<file path="config.mk">
export PLATFORM = sky130hd
export DESIGN_NAME = path_length_and_turn_metric_unit
export DESIGN_NICKNAME = d
export VERILOG_FILES = /design/src/rtl/pltm_pkg.sv /design/src/rtl/pltm_front.sv /design/src/rtl/pltm_fifo.sv /design/src/rtl/pltm_back.sv /design/src/rtl/path_length_and_turn_metric_unit.sv
export SDC_FILE = /design/constraint.sdc
export NUM_CORES = 2
export LEC_CHECK = 0
export BUFFER_PORTS_ARGS = -buffer_cell sky130_fd_sc_hd__buf_2
export CORE_MARGIN = 2
export CORE_UTILIZATION = 40
export CTS_BUF_LIST = sky130_fd_sc_hd__clkbuf_8
export DETAILED_ROUTE_END_ITERATION = 6
export GPL_TIMING_DRIVEN = 0
export MAX_ROUTING_LAYER = met4
export PLACE_DENSITY = 0.6
export RECOVER_POWER = 100
export SETUP_SLACK_MARGIN = 0.1
export SLEW_MARGIN = 20
export SYNTH_ARGS = -nofsm -noshare
export SYNTH_HDL_FRONTEND = slang
export SYNTH_SLANG_ARGS = --single-unit
</file>
<file path="constraint.sdc">
create_clock -name i_clk -period 16.85 [get_ports i_clk]
set_input_delay 0 -clock i_clk [delete_from_list [all_inputs] [get_ports i_clk]]
set_output_delay 0 -clock i_clk [all_outputs]
set_load 0.05 [all_outputs]
</file>
<file path="src/rtl/pltm_pkg.sv">
// pltm_pkg: shared types, constants and the arctangent table of the path metric unit
// used by every module under rtl and by the checker; depends on nothing
`timescale 1ns / 1ps

package pltm_pkg;

    // fixed field widths
    localparam int COORD_W = 32;
    localparam int DELTA_W = COORD_W + 1;
    localparam int SUM_W   = 48;
    localparam int MIN_W   = 16;

    // cordic and root unit
    localparam int ANGLE_Q     = 30;
    localparam int ANGLE_STEPS = 24;
    localparam int ROOT_STEPS  = 33;
    localparam int STEP_W      = $clog2(ROOT_STEPS);
    localparam int CORD_W      = 36;
    localparam int ANG_W       = 34;
    localparam int RAD_W       = 66;
    localparam int ROOT_W      = 33;
    localparam int REM_W       = 35;
    localparam int SQ_W        = 64;

    localparam longint PI_Q30      = 64'sd3373259426;
    localparam longint HALF_PI_Q30 = 64'sd1686629713;

    localparam logic [SUM_W-1:0] SUM_MAX = {SUM_W{1'b1}};

    typedef struct packed {
        logic signed [COORD_W-1:0] x_position;
        logic signed [COORD_W-1:0] y_position;
        logic                      first_point;
    } t_in_word;

    typedef struct packed {
        logic [SUM_W-1:0] total_length;
        logic [SUM_W-1:0] total_turn;
    } t_out_word;

    typedef enum logic [1:0] {
        KIND_FIRST,
        KIND_HOLD,
        KIND_SEG
    } t_job_kind;

    typedef struct packed {
        t_job_kind                 kind;
        logic signed [DELTA_W-1:0] dx;
        logic signed [DELTA_W-1:0] dy;
    } t_job;

    typedef enum logic [3:0] {
        ST_IDLE,
        ST_MUL_X,
        ST_MUL_Y,
        ST_SUM,
        ST_ROOT,
        ST_DECIDE,
        ST_DIFF,
        ST_ACC,
        ST_DONE
    } t_back_state;

    // arctangent of 2^-i in Q30
    function automatic logic signed [ANG_W-1:0] atan_q30(input logic [4:0] idx);
        logic signed [ANG_W-1:0] v;
        case (idx)
            5'd0:  v = ANG_W'(843314856);
            5'd1:  v = ANG_W'(497837829);
            5'd2:  v = ANG_W'(263043836);
            5'd3:  v = ANG_W'(133525158);
            5'd4:  v = ANG_W'(67021686);
            5'd5:  v = ANG_W'(33543515);
            5'd6:  v = ANG_W'(16775850);
            5'd7:  v = ANG_W'(8388437);
            5'd8:  v = ANG_W'(4194282);
            5'd9:  v = ANG_W'(2097149);
            5'd10: v = ANG_W'(1048575);
            5'd11: v = ANG_W'(524287);
            5'd12: v = ANG_W'(262143);
            5'd13: v = ANG_W'(131071);
            5'd14: v = ANG_W'(65535);
            5'd15: v = ANG_W'(32767);
            5'd16: v = ANG_W'(16383);
            5'd17: v = ANG_W'(8191);
            5'd18: v = ANG_W'(4095);
            5'd19: v = ANG_W'(2047);
            5'd20: v = ANG_W'(1023);
            5'd21: v = ANG_W'(511);
            5'd22: v = ANG_W'(255);
            5'd23: v = ANG_W'(127);
            default: v = '0;
        endcase
        return v;
    endfunction

endpackage

</file>
<file path="src/rtl/pltm_front.sv">
// pltm_front: takes waypoint words, keeps the previous point and classifies each word
// into a job for the back end; depends on pltm_pkg
`timescale 1ns / 1ps

module pltm_front (
    input  logic               i_clk,
    input  logic               i_rst_n,
    input  logic               i_in_valid,
    input  pltm_pkg::t_in_word i_in_word,
    output logic               o_in_stall,
    input  logic               i_q_full,
    output logic               o_push,
    output pltm_pkg::t_job     o_job
);
    import pltm_pkg::*;

    logic signed [COORD_W-1:0] r_prev_x;
    logic signed [COORD_W-1:0] r_prev_y;
    logic                      r_have_prev;

    assign o_in_stall = i_q_full;
    assign o_push     = i_in_valid && !i_q_full;

    always_comb begin
        o_job.dx = DELTA_W'(i_in_word.x_position) - DELTA_W'(r_prev_x);
        o_job.dy = DELTA_W'(i_in_word.y_position) - DELTA_W'(r_prev_y);
        if (i_in_word.first_point) begin
            o_job.kind = KIND_FIRST;
        end else if (!r_have_prev) begin
            o_job.kind = KIND_HOLD;
        end else begin
            o_job.kind = KIND_SEG;
        end
    end

    always_ff @(posedge i_clk) begin
        if (!i_rst_n) begin
            r_prev_x    <= '0;
            r_prev_y    <= '0;
            r_have_prev <= 1'b0;
        end else if (o_push) begin
            r_prev_x    <= i_in_word.x_position;
            r_prev_y    <= i_in_word.y_position;
            r_have_prev <= 1'b1;
        end
    end

endmodule

</file>
<file path="src/rtl/pltm_fifo.sv">
// pltm_fifo: short job queue between the front and the back end
// depends on pltm_pkg
`timescale 1ns / 1ps

module pltm_fifo #(
    parameter int DEPTH = 2
) (
    input  logic           i_clk,
    input  logic           i_rst_n,
    input  logic           i_push,
    input  pltm_pkg::t_job i_wr_job,
    input  logic           i_pop,
    output pltm_pkg::t_job o_rd_job,
    output logic           o_empty,
    output logic           o_full
);
    import pltm_pkg::*;

    localparam int PTR_W = (DEPTH > 1) ? $clog2(DEPTH) : 1;
    localparam int CNT_W = $clog2(DEPTH + 1);

    t_job             r_mem [DEPTH];
    logic [PTR_W-1:0] r_wr_ptr;
    logic [PTR_W-1:0] r_rd_ptr;
    logic [CNT_W-1:0] r_count;
    logic             do_push;
    logic             do_pop;

    assign o_empty  = (r_count == '0);
    assign o_full   = (r_count == CNT_W'(DEPTH));
    assign do_push  = i_push && !o_full;
    assign do_pop   = i_pop && !o_empty;
    assign o_rd_job = r_mem[r_rd_ptr];

    function automatic logic [PTR_W-1:0] bump(input logic [PTR_W-1:0] p);
        return (p == PTR_W'(DEPTH - 1)) ? '0 : p + 1'b1;
    endfunction

    always_ff @(posedge i_clk) begin
        if (do_push) begin
            r_mem[r_wr_ptr] <= i_wr_job;
        end
    end

    always_ff @(posedge i_clk) begin
        if (!i_rst_n) begin
            r_wr_ptr <= '0;
            r_rd_ptr <= '0;
            r_count  <= '0;
        end else begin
            if (do_push) begin
                r_wr_ptr <= bump(r_wr_ptr);
            end
            if (do_pop) begin
                r_rd_ptr <= bump(r_rd_ptr);
            end
            if (do_push && !do_pop) begin
                r_count <= r_count + 1'b1;
            end else if (do_pop && !do_push) begin
                r_count <= r_count - 1'b1;
            end
        end
    end

endmodule

</file>
<file path="src/rtl/pltm_back.sv">
// pltm_back: segment length by bit-serial square root, heading by vectoring cordic,
// saturating sums and the result register; depends on pltm_pkg
`timescale 1ns / 1ps

module pltm_back #(
    parameter int FRAC_BITS = 16
) (
    input  logic                i_clk,
    input  logic                i_rst_n,
    input  pltm_pkg::t_job      i_job,
    input  logic                i_empty,
    output logic                o_pop,
    input  logic [15:0]         i_min_segment,
    output logic                o_out_valid,
    output pltm_pkg::t_out_word o_out_word,
    input  logic                i_out_stall
);
    import pltm_pkg::*;

    localparam int HEAD_W = FRAC_BITS + 4;
    localparam int TURN_W = HEAD_W + 2;
    localparam int RND_SH = ANGLE_Q - FRAC_BITS;
    localparam longint PI_FL = (PI_Q30 + (longint'(1) <<< (RND_SH - 1))) >>> RND_SH;
    localparam logic signed [TURN_W-1:0] PI_F     = TURN_W'(PI_FL);
    localparam logic signed [TURN_W-1:0] TWO_PI_F = TURN_W'(2 * PI_FL);
    localparam logic signed [ANG_W-1:0]  RND_HALF = ANG_W'(longint'(1) <<< (RND_SH - 1));
    localparam logic signed [ANG_W-1:0]  HALF_PI  = ANG_W'(HALF_PI_Q30);

    t_back_state r_state;
    t_back_state n_state;

    logic [COORD_W-1:0]       r_ax, r_ay;
    logic [SQ_W-1:0]          r_sq_x, r_sq_y;
    logic [RAD_W-1:0]         r_rad;
    logic [ROOT_W-1:0]        r_root;
    logic [REM_W-1:0]         r_rem;
    logic signed [CORD_W-1:0] r_cx, r_cy;
    logic signed [ANG_W-1:0]  r_cz;
    logic                     r_zero;
    logic [STEP_W-1:0]        r_step;
    logic signed [HEAD_W-1:0] r_head;
    logic signed [HEAD_W-1:0] r_prev_head;
    logic                     r_have_head;
    logic signed [TURN_W-1:0] r_diff;
    logic [SUM_W-1:0]         r_len_sum, r_turn_sum;
    logic                     r_out_valid;
    t_out_word                r_out_word;

    logic                     out_free;
    logic                     len_ok;
    logic [SQ_W-1:0]          mul_op_sq;
    logic [COORD_W-1:0]       mul_op;
    logic [DELTA_W-1:0]       abs_dx, abs_dy;
    logic signed [CORD_W-1:0] dx_e, dy_e, x0, y0;
    logic signed [ANG_W-1:0]  z0;
    logic [REM_W+1:0]         rem_sh;
    logic [REM_W-1:0]         trial;
    logic                     root_ge;
    logic signed [CORD_W-1:0] xs, ys;
    logic signed [ANG_W-1:0]  atan_v;
    logic signed [ANG_W-1:0]  z_rnd, z_shr;
    logic signed [HEAD_W-1:0] head_now;
    logic signed [TURN_W-1:0] d0, d1, d2;
    logic [TURN_W-1:0]        turn_abs;
    logic [SUM_W:0]           len_tot, turn_tot;

    assign o_out_valid = r_out_valid;
    assign o_out_word  = r_out_word;
    assign out_free    = !r_out_valid || !i_out_stall;
    assign o_pop       = (r_state == ST_IDLE) && !i_empty;

    // operand prep and one shared multiplier for the two squares
    assign abs_dx    = i_job.dx[DELTA_W-1] ? DELTA_W'(-i_job.dx) : DELTA_W'(i_job.dx);
    assign abs_dy    = i_job.dy[DELTA_W-1] ? DELTA_W'(-i_job.dy) : DELTA_W'(i_job.dy);
    assign mul_op    = (r_state == ST_MUL_X) ? r_ax : r_ay;
    assign mul_op_sq = SQ_W'(mul_op) * SQ_W'(mul_op);

    // cordic pre-rotation into the right half plane
    always_comb begin
        dx_e = CORD_W'(i_job.dx);
        dy_e = CORD_W'(i_job.dy);
        x0   = dx_e;
        y0   = dy_e;
        z0   = '0;
        if (i_job.dx[DELTA_W-1]) begin
            if (!i_job.dy[DELTA_W-1]) begin
                x0 = dy_e;
                y0 = -dx_e;
                z0 = HALF_PI;
            end else begin
                x0 = -dy_e;
                y0 = dx_e;
                z0 = -HALF_PI;
            end
        end
    end

    // one root digit per cycle
    assign rem_sh  = {r_rem, r_rad[RAD_W-1 -: 2]};
    assign trial   = {r_root, 2'b01};
    assign root_ge = rem_sh >= (REM_W + 2)'(trial);

    // one cordic rotation per cycle
    assign xs     = r_cx >>> r_step;
    assign ys     = r_cy >>> r_step;
    assign atan_v = atan_q30(r_step[4:0]);

    // rounding of the heading and the wrapped heading change
    assign z_rnd    = r_cz + RND_HALF;
    assign z_shr    = z_rnd >>> RND_SH;
    assign head_now = r_zero ? '0 : $signed(z_shr[HEAD_W-1:0]);
    assign d0       = TURN_W'(r_head) - TURN_W'(r_prev_head);
    assign d1       = (d0 > PI_F) ? d0 - TWO_PI_F : d0;
    assign d2       = (d1 < -PI_F) ? d1 + TWO_PI_F : d1;
    assign turn_abs = r_diff[TURN_W-1] ? TURN_W'(-r_diff) : TURN_W'(r_diff);

    assign len_ok   = r_root >= ROOT_W'(i_min_segment);
    assign len_tot  = {1'b0, r_len_sum} + (SUM_W + 1)'(r_root);
    assign turn_tot = {1'b0, r_turn_sum} + (SUM_W + 1)'(turn_abs);

    always_ff @(posedge i_clk) begin
        if (!i_rst_n) begin
            r_state <= ST_IDLE;
        end else begin
            r_state <= n_state;
        end
    end

    always_comb begin
        n_state = r_state;
        case (r_state)
            ST_IDLE: begin
                if (!i_empty) begin
                    n_state = (i_job.kind == KIND_SEG) ? ST_MUL_X : ST_DONE;
                end
            end
            ST_MUL_X:  n_state = ST_MUL_Y;
            ST_MUL_Y:  n_state = ST_SUM;
            ST_SUM:    n_state = ST_ROOT;
            ST_ROOT: begin
                if (r_step == STEP_W'(ROOT_STEPS - 1)) begin
                    n_state = ST_DECIDE;
                end
            end
            ST_DECIDE: n_state = (len_ok && r_have_head) ? ST_DIFF : ST_DONE;
            ST_DIFF:   n_state = ST_ACC;
            ST_ACC:    n_state = ST_DONE;
            ST_DONE: begin
                if (out_free) begin
                    n_state = ST_IDLE;
                end
            end
            default:   n_state = ST_IDLE;
        endcase
    end

    // path state and result register
    always_ff @(posedge i_clk) begin
        if (!i_rst_n) begin
            r_len_sum   <= '0;
            r_turn_sum  <= '0;
            r_prev_head <= '0;
            r_have_head <= 1'b0;
            r_out_valid <= 1'b0;
        end else begin
            if (r_state == ST_IDLE && !i_empty && i_job.kind == KIND_FIRST) begin
                r_len_sum   <= '0;
                r_turn_sum  <= '0;
                r_prev_head <= '0;
                r_have_head <= 1'b0;
            end
            if (r_state == ST_DECIDE && len_ok) begin
                r_len_sum <= len_tot[SUM_W] ? SUM_MAX : len_tot[SUM_W-1:0];
                if (!r_have_head) begin
                    r_have_head <= 1'b1;
                    r_prev_head <= head_now;
                end
            end
            if (r_state == ST_ACC) begin
                r_turn_sum  <= turn_tot[SUM_W] ? SUM_MAX : turn_tot[SUM_W-1:0];
                r_prev_head <= r_head;
            end
            if (r_state == ST_DONE && out_free) begin
                r_out_valid <= 1'b1;
            end else if (!i_out_stall) begin
                r_out_valid <= 1'b0;
            end
        end
    end

    // segment datapath
    always_ff @(posedge i_clk) begin
        case (r_state)
            ST_IDLE: begin
                r_ax   <= abs_dx[COORD_W-1:0];
                r_ay   <= abs_dy[COORD_W-1:0];
                r_cx   <= x0;
                r_cy   <= y0;
                r_cz   <= z0;
                r_zero <= (i_job.dx == '0) && (i_job.dy == '0);
            end
            ST_MUL_X: r_sq_x <= mul_op_sq;
            ST_MUL_Y: r_sq_y <= mul_op_sq;
            ST_SUM: begin
                r_rad  <= {1'b0, {1'b0, r_sq_x} + {1'b0, r_sq_y}};
                r_root <= '0;
                r_rem  <= '0;
                r_step <= '0;
            end
            ST_ROOT: begin
                r_rad  <= {r_rad[RAD_W-3:0], 2'b00};
                r_root <= {r_root[ROOT_W-2:0], root_ge};
                r_rem  <= root_ge ? REM_W'(rem_sh - (REM_W + 2)'(trial)) : REM_W'(rem_sh);
                r_step <= r_step + 1'b1;
                if (r_step < STEP_W'(ANGLE_STEPS)) begin
                    if (!r_cy[CORD_W-1]) begin
                        r_cx <= r_cx + ys;
                        r_cy <= r_cy - xs;
                        r_cz <= r_cz + atan_v;
                    end else begin
                        r_cx <= r_cx - ys;
                        r_cy <= r_cy + xs;
                        r_cz <= r_cz - atan_v;
                    end
                end
            end
            ST_DECIDE: r_head <= head_now;
            ST_DIFF:   r_diff <= d2;
            ST_DONE: begin
                if (out_free) begin
                    r_out_word.total_length <= r_len_sum;
                    r_out_word.total_turn   <= r_turn_sum;
                end
            end
            default: ;
        endcase
    end

endmodule

</file>
<file path="src/rtl/path_length_and_turn_metric_unit.sv">
// path_length_and_turn_metric_unit: top level of the path length and turn metric unit
// depends on pltm_pkg, pltm_front, pltm_fifo and pltm_back
//
// Takes 2-D waypoints (signed, FRAC_BITS fraction bits) one word at a time and returns,
// for every word, the running path length and the running sum of absolute heading
// changes in radians, both 48-bit unsigned with FRAC_BITS fraction bits and saturating.
// A word with first_point set starts a new path and returns zeros. Segments whose length
// in coordinate LSBs is below min_segment (written on i_cfg_wr_en, reset value 1) are not
// counted but still move the previous point. The front end takes a word whenever the
// queue has room and queues a job (QUEUE_DEPTH deep); the back end works one job at a
// time. A segment job runs the 33-step bit-serial square root of the 65-bit squared
// length, with the 24-step cordic for the heading running beside it. Results leave
// through an output register, so the back end moves on as soon as that register is free.
`timescale 1ns / 1ps

module path_length_and_turn_metric_unit #(
    parameter int FRAC_BITS   = 16,
    parameter int QUEUE_DEPTH = 2
) (
    input  logic                i_clk,
    input  logic                i_rst_n,
    input  logic                i_in_valid,
    input  pltm_pkg::t_in_word  i_in_word,
    output logic                o_in_stall,
    output logic                o_out_valid,
    output pltm_pkg::t_out_word o_out_word,
    input  logic                i_out_stall,
    input  logic                i_cfg_wr_en,
    input  logic [15:0]         i_cfg_wr_data
);
    import pltm_pkg::*;

    // minimum counted segment length
    logic [MIN_W-1:0] r_min_segment;

    // front to queue
    logic push;
    t_job push_job;
    logic q_full;

    // queue to back end
    logic pop;
    t_job head_job;
    logic q_empty;

    always_ff @(posedge i_clk) begin
        if (!i_rst_n) begin
            r_min_segment <= MIN_W'(1);
        end else if (i_cfg_wr_en) begin
            r_min_segment <= i_cfg_wr_data;
        end
    end

    // classifies words and forms the segment deltas
    pltm_front u_front (
        .i_clk      (i_clk),
        .i_rst_n    (i_rst_n),
        .i_in_valid (i_in_valid),
        .i_in_word  (i_in_word),
        .o_in_stall (o_in_stall),
        .i_q_full   (q_full),
        .o_push     (push),
        .o_job      (push_job)
    );

    // decouples the front from the back end, which works on one job at a time
    pltm_fifo #(
        .DEPTH (QUEUE_DEPTH)
    ) u_fifo (
        .i_clk    (i_clk),
        .i_rst_n  (i_rst_n),
        .i_push   (push),
        .i_wr_job (push_job),
        .i_pop    (pop),
        .o_rd_job (head_job),
        .o_empty  (q_empty),
        .o_full   (q_full)
    );

    // length, heading, sums and the output register
    pltm_back #(
        .FRAC_BITS (FRAC_BITS)
    ) u_back (
        .i_clk         (i_clk),
        .i_rst_n       (i_rst_n),
        .i_job         (head_job),
        .i_empty       (q_empty),
        .o_pop         (pop),
        .i_min_segment (r_min_segment),
        .o_out_valid   (o_out_valid),
        .o_out_word    (o_out_word),
        .i_out_stall   (i_out_stall)
    );

endmodule

</file>
* After elaboration in Yosys (flattened, before gate mapping)
Memories as Yosys holds them, arrays and structs flattened. A register that Yosys moved wholly into a read port is not among the register bits.
Index checks and enable logic that the tools add are counted.
** Operators by class
- Bitwise logic cells :: 0
- Multipliers :: 1
- Div/mod/pow operators :: 0
- Equal/unequal tests :: 16
- Multiplexer cells :: 58
- Reduce and logical (&&, ||, !) cells :: 31
- $add $sub $neg :: 26
- Magnitude comparators :: 5
- Shift-type cells :: 2
** Operators by type and width (count)
- 36-bit 2-to-1 mux :: 8
- 48-bit 2-to-1 mux :: 5
- 36-bit one-hot mux with 2 select lines :: 2
- 34-bit 2-to-1 mux :: 4
- 66-bit one-hot mux with 2 select lines :: 1
- 20-bit 2-to-1 mux :: 5
- 32-bit 2-to-1 mux :: 3
- 36-bit adder :: 2
- 33-bit negator with 36-bit output :: 2
- 36-bit by 6-bit >>> shifter with 36-bit output :: 2
- 36-bit subtractor :: 2
- 35-bit one-hot mux with 2 select lines :: 1
- 34-bit one-hot mux with 2 select lines :: 1
- 33-bit logical NOT :: 2
- 22-bit 2-to-1 mux :: 3
- 33-bit one-hot mux with 2 select lines :: 1
- 32-bit by 32-bit subtractor with 33-bit output :: 2
- 64-bit by 64-bit adder with 65-bit output :: 1
- 32-bit by 32-bit multiplier with 64-bit output :: 1
- 32-bit negator :: 2
- 48-bit by 22-bit adder with 49-bit output :: 1
- 48-bit by 33-bit adder with 49-bit output :: 1
- 37-bit by 35-bit >= comparator with 1-bit output :: 1
- 4-bit one-hot mux with 9 select lines :: 1
- other kinds (38) :: 85
** Word-level totals
- RAM bits :: 136
- Output and inout bits :: 98
- ROM bits :: 960
- Memories kept :: 2
- Word-level logic and storage cells :: 170
- Bits in latches :: 0
- Bits of input ports :: 86
- Flip-flop bits (word level) :: 784
** Memory list
- (name not given) :: depth 32, bits a word 30, read ports 1, clocked after Yosys merged registers in 1, write ports 0, line pltm_pkg.sv:68 : case (idx)
- u_fifo.r_mem :: depth 2, bits a word 68, read ports 1, clocked after Yosys merged registers in 1, write ports 1, line pltm_fifo.sv:22 : t_job r_mem [DEPTH];

* Depth between registers and ports, before layout
- Word-level depth :: 8
- Mapped depth :: 39
- Mapped depth without buffers :: 37

* By module
A second synthesis with hierarchy kept.
** Unflattened totals
- Cells, all modules :: 9519
- Area, all modules :: 91318.8 µm²
** Modules (own cells, without submodules)
- pltm_back :: cells an instance 8406, area an instance 79530.0 µm², instances 1, seq. area each 20309.5 µm²
- pltm_front :: cells an instance 825, area an instance 5958.2 µm², instances 1, seq. area each 1301.2 µm²
- pltm_fifo :: cells an instance 237, area an instance 5217.5 µm², instances 1, seq. area each 4184.0 µm²
- path_length_and_turn_metric_unit :: cells an instance 51, area an instance 613.1 µm², instances 1, seq. area each 320.3 µm²

* Least setup slack after synthesis
OpenSTA, ideal clock, no wires.
- Kind :: register -> register
- Start :: register u_back.r_state[2]
- End :: register u_back.r_sq_x[63] (data pin)
- Data required time :: 16.586 ns
- Arrival time :: 11.772 ns
- Path buffers :: 4
- Period minus slack after synthesis :: 12.036 ns
- Library setup time :: 0.264 ns
- Path slack :: 4.814 ns
- Cell stages (with the launch flop) :: 35
- Cell sequence :: dfxtp_1 clkbuf_1 nor3_1 clkbuf_1 buf_1 mux2_2 inv_1 buf_1 nor2_1 fa_1 fa_1 fa_1 inv_1 fa_1 inv_1 fa_1 fa_1 fa_1 inv_1 fa_1 inv_1 ha_1 a211oi_1 nand2_1 or3_1 a211oi_1 nor3_1 o41ai_1 o21ai_0 a21oi_1 o2111ai_1 a311oi_1 o21ai_0 a21oi_1 xnor2_1
** Between the ends
- Word-level cells in the longest chain between the ends :: 3
** Ends and longest elaborated chain
- start, declared :: line pltm_back.sv:29 : t_back_state r_state;
- start signal, assigned :: line pltm_back.sv:125 : r_state <= n_state;
- 4-bit by 1-bit equality test with 1-bit output :: line pltm_back.sv:75 : assign mul_op = (r_state == ST_MUL_X) ? r_ax : r_ay;
- 32-bit 2-to-1 mux :: line pltm_back.sv:75
- 32-bit by 32-bit multiplier with 64-bit output :: line pltm_back.sv:76 : assign mul_op_sq = SQ_W'(mul_op) * SQ_W'(mul_op);
- via u_back.mul_op_sq[63] :: line pltm_back.sv:51 : logic [SQ_W-1:0] mul_op_sq;
- end signal, assigned :: line pltm_back.sv:202 : ST_MUL_X: r_sq_x <= mul_op_sq;
- end, declared :: line pltm_back.sv:33 : logic [SQ_W-1:0] r_sq_x, r_sq_y;
The timed path passes the listed nets, and every way through them passes these cells.
A chain may end at the register's enable or synchronous reset.

* Worst setup path in the final report
- Start :: register u_back.r_state[3]
- End :: register u_back.r_sq_y[60] (data pin)
** Between the ends
- Word-level cells in the longest chain between the ends :: 3
** Ends and longest elaborated chain
- 4-bit by 1-bit equality test with 1-bit output :: line pltm_back.sv:75
- 32-bit 2-to-1 mux :: line pltm_back.sv:75
- 32-bit by 32-bit multiplier with 64-bit output :: line pltm_back.sv:76
- via u_back.mul_op_sq[60] :: line pltm_back.sv:51
- end signal, assigned :: line pltm_back.sv:203 : ST_MUL_Y: r_sq_y <= mul_op_sq;
- end, declared :: line pltm_back.sv:33
The timed path passes the listed nets, and every way through them passes these cells.

==> results.py <==
metrics = {
    "setup_path": {
        "r2r_slack_ns": 1.71,
        "max_stage_delay_ns": 1.06,
        "crit_path_max_fanout": 14,
        "cp-end-kind": "register",
        "endpoint": "u_back.r_sq_y[60]",
        "arrival_ns": 15.80,
        "rr_worst_depth": 35,
        "crit_start": "u_back.r_state[3]",
        "critPathKind": "register to register",
        "critPathMostFrequentCell": "fa_1",
        "startpoint_type": "register",
        "slowest_stage": "clkbuf_1",
        "r2r_end": "u_back.r_sq_y[60]",
        "crit_required_ns": 17.51,
        "timing.rr.start": "u_back.r_state[3]",
    },
    "synthesis": {
        "synth_fp_nets": 11000,
        "yosys_warnings": 0,
        "yosysTopAreaCell": "edfxtp_1",
        "synth_flop_cell": "edfxtp_1",
        "synth_cell_types": 104,
        "synth_seq_cells": 949,
        "ys_seq_area_frac": 0.290,
        "syn_inst": 9417,
        "synth_enable_flop_cells": 711,
        "synthTopCellsByArea": "edfxtp_1 (24%), fa_1 (18%), ha_1 (9.3%)",
        "synth_most_common_cell": "inv_1",
        "async_flop_share": 0,
        "syn_area_per_cell_um2": 9.55,
        "yosys.area.top_type_share": 0.237,
        "synth_commonest_cells": "inv_1 (1289), nor2_1 (943), fa_1 (804), nand2_1 (788), edfxtp_1 (711)",
        "synthesis.area_um2": 89900,
    },
    "global_route": {
        "antenna_found_initial": 9,
        "first_global_vias": 73600,
        "grt_max_degree": 112,
        "gr-total-overflow": 0,
        "grt_pass1_wl_mm": 468,
        "grt_usage": 0.279,
    },
    "flow_run": {
        "drv_cap": 10,
    },
    "routing": {
        "final_antenna_net_count": 0,
        "drtIter0Drc": 6315,
        "viasPerCell": 5.57,
        "first_pass_iters": 7,
        "drc_errors": 1,
        "num_vias": 73500,
        "wl_per_cell_um": 23.9,
        "drt-total-wl_mm": 315,
    },
    "timing": {
        "setup_viol": 0,
        "min_period_ns": 15.14,
        "finalMaxSlewViolations": 383,
        "hold_viol": 0,
        "period_share": 0.899,
        "rsz0062_at_grt": "false",
        "finalClockSkew_ns": 0.0700,
        "max-slew-margin-rel": -2.96,
        "worstMarginPinSlew_ns": 5.94,
        "setup_tns_ns": 0,
        "fmax_mhz": 66.0,
    },
    "clock_network": {
        "cts_buffers": 168,
        "cts_sinks": 949,
        "htreeDepth": 4,
        "cts_setup_buffers": 0,
        "cts_tree": "yes",
        "cts_buffer_depth": 3,
        "holdBufCountCts": 230,
        "cts-root-buf": "clkbuf_8",
        "cts_resized": 0,
        "clk_pin_slew_worst_paths_ns": 0.06,
        "clk_latency_ns": 1.00,
    },
    "floorplan": {
        "die_y_um": 478,
        "io_pins": 184,
        "num_rows": 174,
        "initial_core_util": 0.401,
        "die-width_um": 478,
        "core_um2": 224000,
        "fp.dieArea_um2": 229000,
    },
    "final_layout": {
        "nets": 11600,
        "syn2layout_area_growth_pct": 12.0,
        "seqCellArea_um2": 26100,
        "drive_above_1_share": 0.0571,
        "fill_cells": 21800,
        "multi_input_area_um2": 57500,
    },
    "status": {
        "violations": "design-rule violations, max-capacitance violations, max-slew violations",
        "status": "finished, violations left",
    },
    "placement": {
        "globalplace.congestion": 0.995,
        "hpwl_mm": 253,
        "io_buffers": 182,
    },
    "hold_path": {
        "min_path_type": "input port to register",
    },
}
sequential cells by signal (all words and copies together), names as in the netlist, 33 cells and up, named ones only:
| signal | flops |
|---|---|
| u_back.o_out_word | 96 |
| u_back.r_cx | 36 |
| u_back.r_cy | 36 |
| u_back.r_cz | 34 |
| u_back.r_len_sum | 48 |
| u_back.r_rad | 66 |
| u_back.r_rem | 35 |
| u_back.r_root | 33 |
| u_back.r_sq_x | 63 |
| u_back.r_sq_y | 63 |
| u_back.r_turn_sum | 48 |
| u_fifo.r_mem | 136 |
layer usage:
metal | vias to the layer above | GRT usage | part of all wire
met5 | - | - | 0
met4 | 0 | 0.0942 | 0.038
met3 | 517 | 0.0484 | 0.070
met2 | 2754 | 0.440 | 0.46
met1 | 36700 | 0.363 | 0.43
li1 | 33500 | - | -
worst max-delay path: cells and delay by family (launching register included):
| family | cells | cell delay [ns] |
|---|---|---|
| AND/OR/NAND/NOR | 6 | 2.78 |
| multiplexers | 1 | 0.66 |
| adder cells (fa/ha/maj) | 9 | 4.46 |
| buffers and inverters | 11 | 4.02 |
| flip-flops | 1 | 0.30 |
| AO/OA/AOI/OAI | 8 | 2.56 |
layout make-up:
cell class,count,area share
Multi-Input combinational cell,6814,0.572
Sequential cell,949,0.259
Inverter,1301,0.0485
Tap cell,2992,0.0372
Timing Repair Buffer,452,0.0335
Clock buffer,182,0.0249
Buffer,353,0.0144
Clock inverter,132,0.0101
Antenna cell,11,0.000273
metrics by stage:
stage / util / std cells / hold WS, ns / setup slack, ns / cell area (um^2)
5_1_grt: 0.449 / 13200 / 0.0788 / 1.05 / 101000
3_5_place_dp: 0.426 / 12600 / 0.236 / 2.59 / 95500
2_1_floorplan: - / 9417 / 0.129 / 4.81 / 89900
3_3_place_gp: 0.422 / 12600 / 0.241 / -1.26 / 94600
6_report: 0.449 / 13200 / 0.104 / 1.71 / 101000
4_1_cts: 0.452 / 13200 / 0.00635 / 2.55 / 101000
placed cells by master, fill, tap and decap left out, types with 81 or more instances in the layout:
master / netlist / final
clkbuf_8: 0 / 182
a311oi_1: 86 / 86
mux2i_1: 178 / 168
a21oi_1: 651 / 652
nor3_1: 140 / 140
nand2b_1: 81 / 81
nand2_1: 788 / 788
a211oi_1: 91 / 91
inv_1: 1289 / 1337
buf_2: 25 / 99
dlygate4sd3_1: 0 / 230
xor2_1: 220 / 220
dfxtp_1: 238 / 238
nor2_1: 943 / 942
ha_1: 665 / 665
edfxtp_1: 711 / 711
a21o_1: 179 / 179
o21ai_0: 346 / 349
xnor2_1: 388 / 388
clkbuf_1: 260 / 408
nand3_1: 161 / 161
fa_1: 804 / 804
how the worst min path moves through the flow:
| stage | slack, ns | cells after the start | endpoint | start |
|---|---|---|---|---|
| 2_1_floorplan | 0.13 | 2 | r_min_segment[0] | i_cfg_wr_data[0] |
| 3_3_place_gp | 0.24 | 3 | r_min_segment[7] | i_cfg_wr_data[7] |
| 3_5_place_dp | 0.24 | 3 | r_min_segment[0] | i_cfg_wr_data[0] |
| 4_1_cts | 0.006 | 4 | r_min_segment[4] | i_cfg_wr_en |
| 5_1_grt | 0.08 | 4 | u_fifo.r_mem[1][52] | i_in_word[52] |
| 6_report | 0.10 | 4 | u_fifo.r_mem[1][52] | i_in_word[52] |
kinds of logic after synthesis:
group	count (synthesis)	synth area share
muxes	315	0.0487
DFF	949	0.290
buffers and inverters	1654	0.0705
and+or+nand+nor	2533	0.126
AOI/OAI and AO/OA	1889	0.134
adders and majority gates	1469	0.272
xor gates and xnor gates	608	0.0592
Power is left out: the tool's default activity adds up to more than one toggle a clock period on the data nets, which glitch-free logic cannot reach.
